## config.mk

```make
export PLATFORM = sky130hd
export DESIGN_NAME = isd_ram
export DESIGN_NICKNAME = d
export VERILOG_FILES = /design/src/hdl/isd_ram.sv
export SDC_FILE = /design/constraint.sdc
export NUM_CORES = 1
export LEC_CHECK = 0
export BUFFER_PORTS_ARGS = -buffer_cell sky130_fd_sc_hd__buf_2
export CAP_MARGIN = 40
export CORE_AREA = 2 2 117 119
export DETAILED_ROUTE_END_ITERATION = 6
export DIE_AREA = 0 0 119 121
export GPL_TIMING_DRIVEN = 1
export PLACE_DENSITY = 0.63
export SLEW_MARGIN = 0
export SYNTH_ARGS = -nofsm -noshare
export SYNTH_HDL_FRONTEND = slang
export SYNTH_SLANG_ARGS = --single-unit
```

## constraint.sdc

```tcl
create_clock -name clk -period 2.6 [get_ports clk]
set_input_delay 0.65 -clock clk [delete_from_list [all_inputs] [get_ports clk]]
set_output_delay 0.65 -clock clk [all_outputs]
set_load 0.05 [all_outputs]
```

## src/hdl/isd_ram.sv

```systemverilog
// Simple dual-port RAM, one write port, one registered read port
module isd_ram #(
  parameter int WIDTH = 8,
  parameter int DEPTH = 16,
  localparam int AW = (DEPTH > 1) ? $clog2(DEPTH) : 1
) (
  input  logic             clk,
  input  logic             we,
  input  logic [AW-1:0]    waddr,
  input  logic [WIDTH-1:0] wdata,
  input  logic [AW-1:0]    raddr,
  output logic [WIDTH-1:0] rdata
);

  logic [WIDTH-1:0] mem [DEPTH];

  always_ff @(posedge clk) begin
    if (we) begin
      mem[waddr] <= wdata;
    end
    rdata <= mem[raddr];
  end

endmodule

```

==> impl_metrics.yaml <==
setup_path:
  critPathCaptureType: "register"
  r2r-start: "mem[5][1]"
  startpoint_type: "input pin"
  r2r_setup_slack_ns: 1.22
  cp_data_arrival_time_ns: 2.01
  path_class: "input pin to register"
  r2r-end: "rdata[1]"
  cp.required_ns: 2.88
  path_max_fanout: 32
  worst_r2r_path_depth: 3
routing:
  ant_nets: 0
  viasPerCell: 5.14
  drt-initial-drc-count: 234
  wire_per_inst_microns: 20.2
  dr.pass1.iters: 4
  routed_wl_mm: 9.51
  vias: 2418
  drc: 0
global_route:
  antenna_found_initial: 0
  grt-ovfl-total: 0
  grtUsageTotal_pct: 14.6
  grt_max_degree: 33
  grt_pass1_vias: 2570
  grt_pass1_wl_mm: 14.9
power:
  clockPowerShare_pct: 47.0
  ir_drop_mv: 0.567
  swShare_pct: 19.8
  p_int_mw: 4.14
  p_sw_mw: 1.02
  p_seq_share_pct: 47.8
  p_leak_nw: 2.09
  pwr-share-comb_pct: 5.2
  p_per_area_nw_per_um2: 836
worst_hold_path:
  worstHoldEndpoint: "mem[6][2]"
  hold_class: "input pin to register"
  holdPathStages: 1
  hold_start: "wdata[2]"
timing:
  rsz0062_at_grt: "no"
  fin_crit_ns: 1.72
  fin_setup_tns_ns: 0
  worst_slew_pin_slew_ns: 0.755
  post-route-period-util_pct: 66.3
  holdWs_ns: 0.622
  clock_skew_ns: 0.00426
  hold_viol_final: 0
  setup_violations: 0
  fmax_mhz: 580
  slew_viol_final: 0
  max_slew_margin_pct: 49.6
  setup_slack_ns: 0.877
clocking:
  ctsHoldBuffers: 0
  numClockSinks: 136
  post_cts_buffers: 0
  htreeDepth: 4
  clock-root-buffer: "clkbuf_16"
  cts_resized: 0
  cts_buffer_depth: 2
  cts_tree: "done"
  cts_buffers: 17
  path_clk_slew_ns: 0.05
  insertion_delay_ns: 0.40
finish:
  area_delta_synth_final_pct: 20.0
  antennaDiodeCount: 0
  multi_input_area_sq_um: 1060
  seq_area_sq_um: 4000
  fillers: 1063
  drive_gt1_share_pct: 31.3
  final_net_count: 299
synthesis:
  syn_area_sq_um: 5150
  synth_area_per_cell_sq_um: 22.5
  synth-seq-cells: 136
  synth_cell_type_count: 19
  seq_area_frac_synth_pct: 77.8
  synth_nets: 247
  ys.warnings.count: 0
  syn_inst: 229
placed_design:
  dpl_worst_slack_ns: 0.459
  gp_congestion: 0.719
  io_buffer_count: 25
  dp_hpwl_mm: 6.10
die:
  die-area_sq_um: 14400
  io_pins: 26
  die_h_microns: 121
  die_w_microns: 119
  initial_utilization_pct: 39.3
  row_count: 42
  core_area_sq_um: 13100
flow_run:
  drv_cap: 0
status:
  status: "finished clean"
worst max-delay path, stage by stage:
cell,delay (ns)
buf_2,0.10
buf_12,0.25
mux4_1,0.62
a22oi_1,0.27
nand2_1,0.10
layer usage:
metal | global-route usage (%) | share of wire [%] | vias to the layer above
met3 | 4.89 | 4.2 | 12
met4 | 6.70 | 1.8 | 0
met5 | 0 | 0 | -
met2 | 24.4 | 51 | 62
met1 | 17.3 | 43 | 1268
li1 | - | - | 1076
sequential cells by signal, indices dropped and copies added, names as in the netlist:
register and count:
mem 128, rdata 8
per-stage QoR:
step	utilization (%)	cells	total power [mW]	cell area (sq um)
finish	47.2	470	5.16	6180
global route	47.2	470	5.33	6180
CTS	47.2	470	5.21	6180
detailed placement	42.5	438	2.79	5570
global placement	42.5	438	2.78	5570
floorplan	-	229	2.68	5150
area by class of cell:
cell class / instances / area share, %
repair buffers: 43 / 4.62
multi-input cells: 83 / 17.1
clock buffers: 18 / 6.95
flip-flops and latches: 136 / 64.8
clock inverters: 14 / 2.92
well taps: 176 / 3.57
power by group through the flow:
stage / clock (mW) / sequential [mW] / combinational [mW]
detailed placement: 0 / 2.51 / 0.274
finish: 2.42 / 2.47 / 0.271
floorplan: 0 / 2.56 / 0.124
CTS: 2.46 / 2.47 / 0.276
global route: 2.57 / 2.47 / 0.291
global placement: 0 / 2.51 / 0.268
cell families (layout without fill, tap and decap cells):
kind of cell           count (synthesis)  after routing  synth area share [%]
multiplexers                          32             32                  15.0
AO/OA/AOI/OAI                         16             16                  2.33
AND/OR/NAND/NOR                       35             35                  3.18
buffers and inverters                 10             75                  1.68
flip-flops                           136            136                  77.8
cell usage after synthesis:
master           instances  area (sq um)
and2_1                   1          6.26
mux4_1                  14           368
clkdlybuf4s25_2          3          30.0
edfxtp_1               128          3840
buf_6                    3          33.8
dfxtp_1                  8           160
and2b_1                  1          7.51
nor2b_1                  1          6.26
nand3b_1                 2          15.0
nor2_1                  13          48.8
nor3_1                   4          20.0
buf_4                    1          7.51
nand2_1                  9          33.8
a22oi_1                 16           120
mux4_2                  18           405
buf_2                    3          15.0
or3b_2                   1          8.76
nand3_1                  1          5.00
nand2b_1                 2          12.5
how the worst max path moves through the flow:
| stage | endpoint | start | cells past startpoint |
|---|---|---|---|
| floorplan | mem[0][0] | waddr[2] | 2 |
| global placement | rdata[4] | raddr[0] | 5 |
| detailed placement | rdata[1] | raddr[0] | 5 |
| CTS | rdata[7] | rdata[7] | 1 |
| global route | rdata[3] | raddr[0] | 5 |
| finish | rdata[1] | raddr[0] | 5 |
cell usage in the layout (no fill, tap or decap), drive strengths merged:
cell      synthesis  final
a22oi            16     16
and2              1      1
and2b             1      1
buf               7     43
bufinv            0      4
clkbuf            0     18
clkinv            0      6
clkinvlp          0      3
dfxtp             8      8
edfxtp          128    128
inv               0      1
mux4             32     32
nand2             9      9
nand2b            2      2
nand3             1      1
nand3b            2      2
nor2             13     13
nor2b             1      1
nor3              4      4
or3b              1      1
Note: power is estimated with default switching activity, not from simulation.
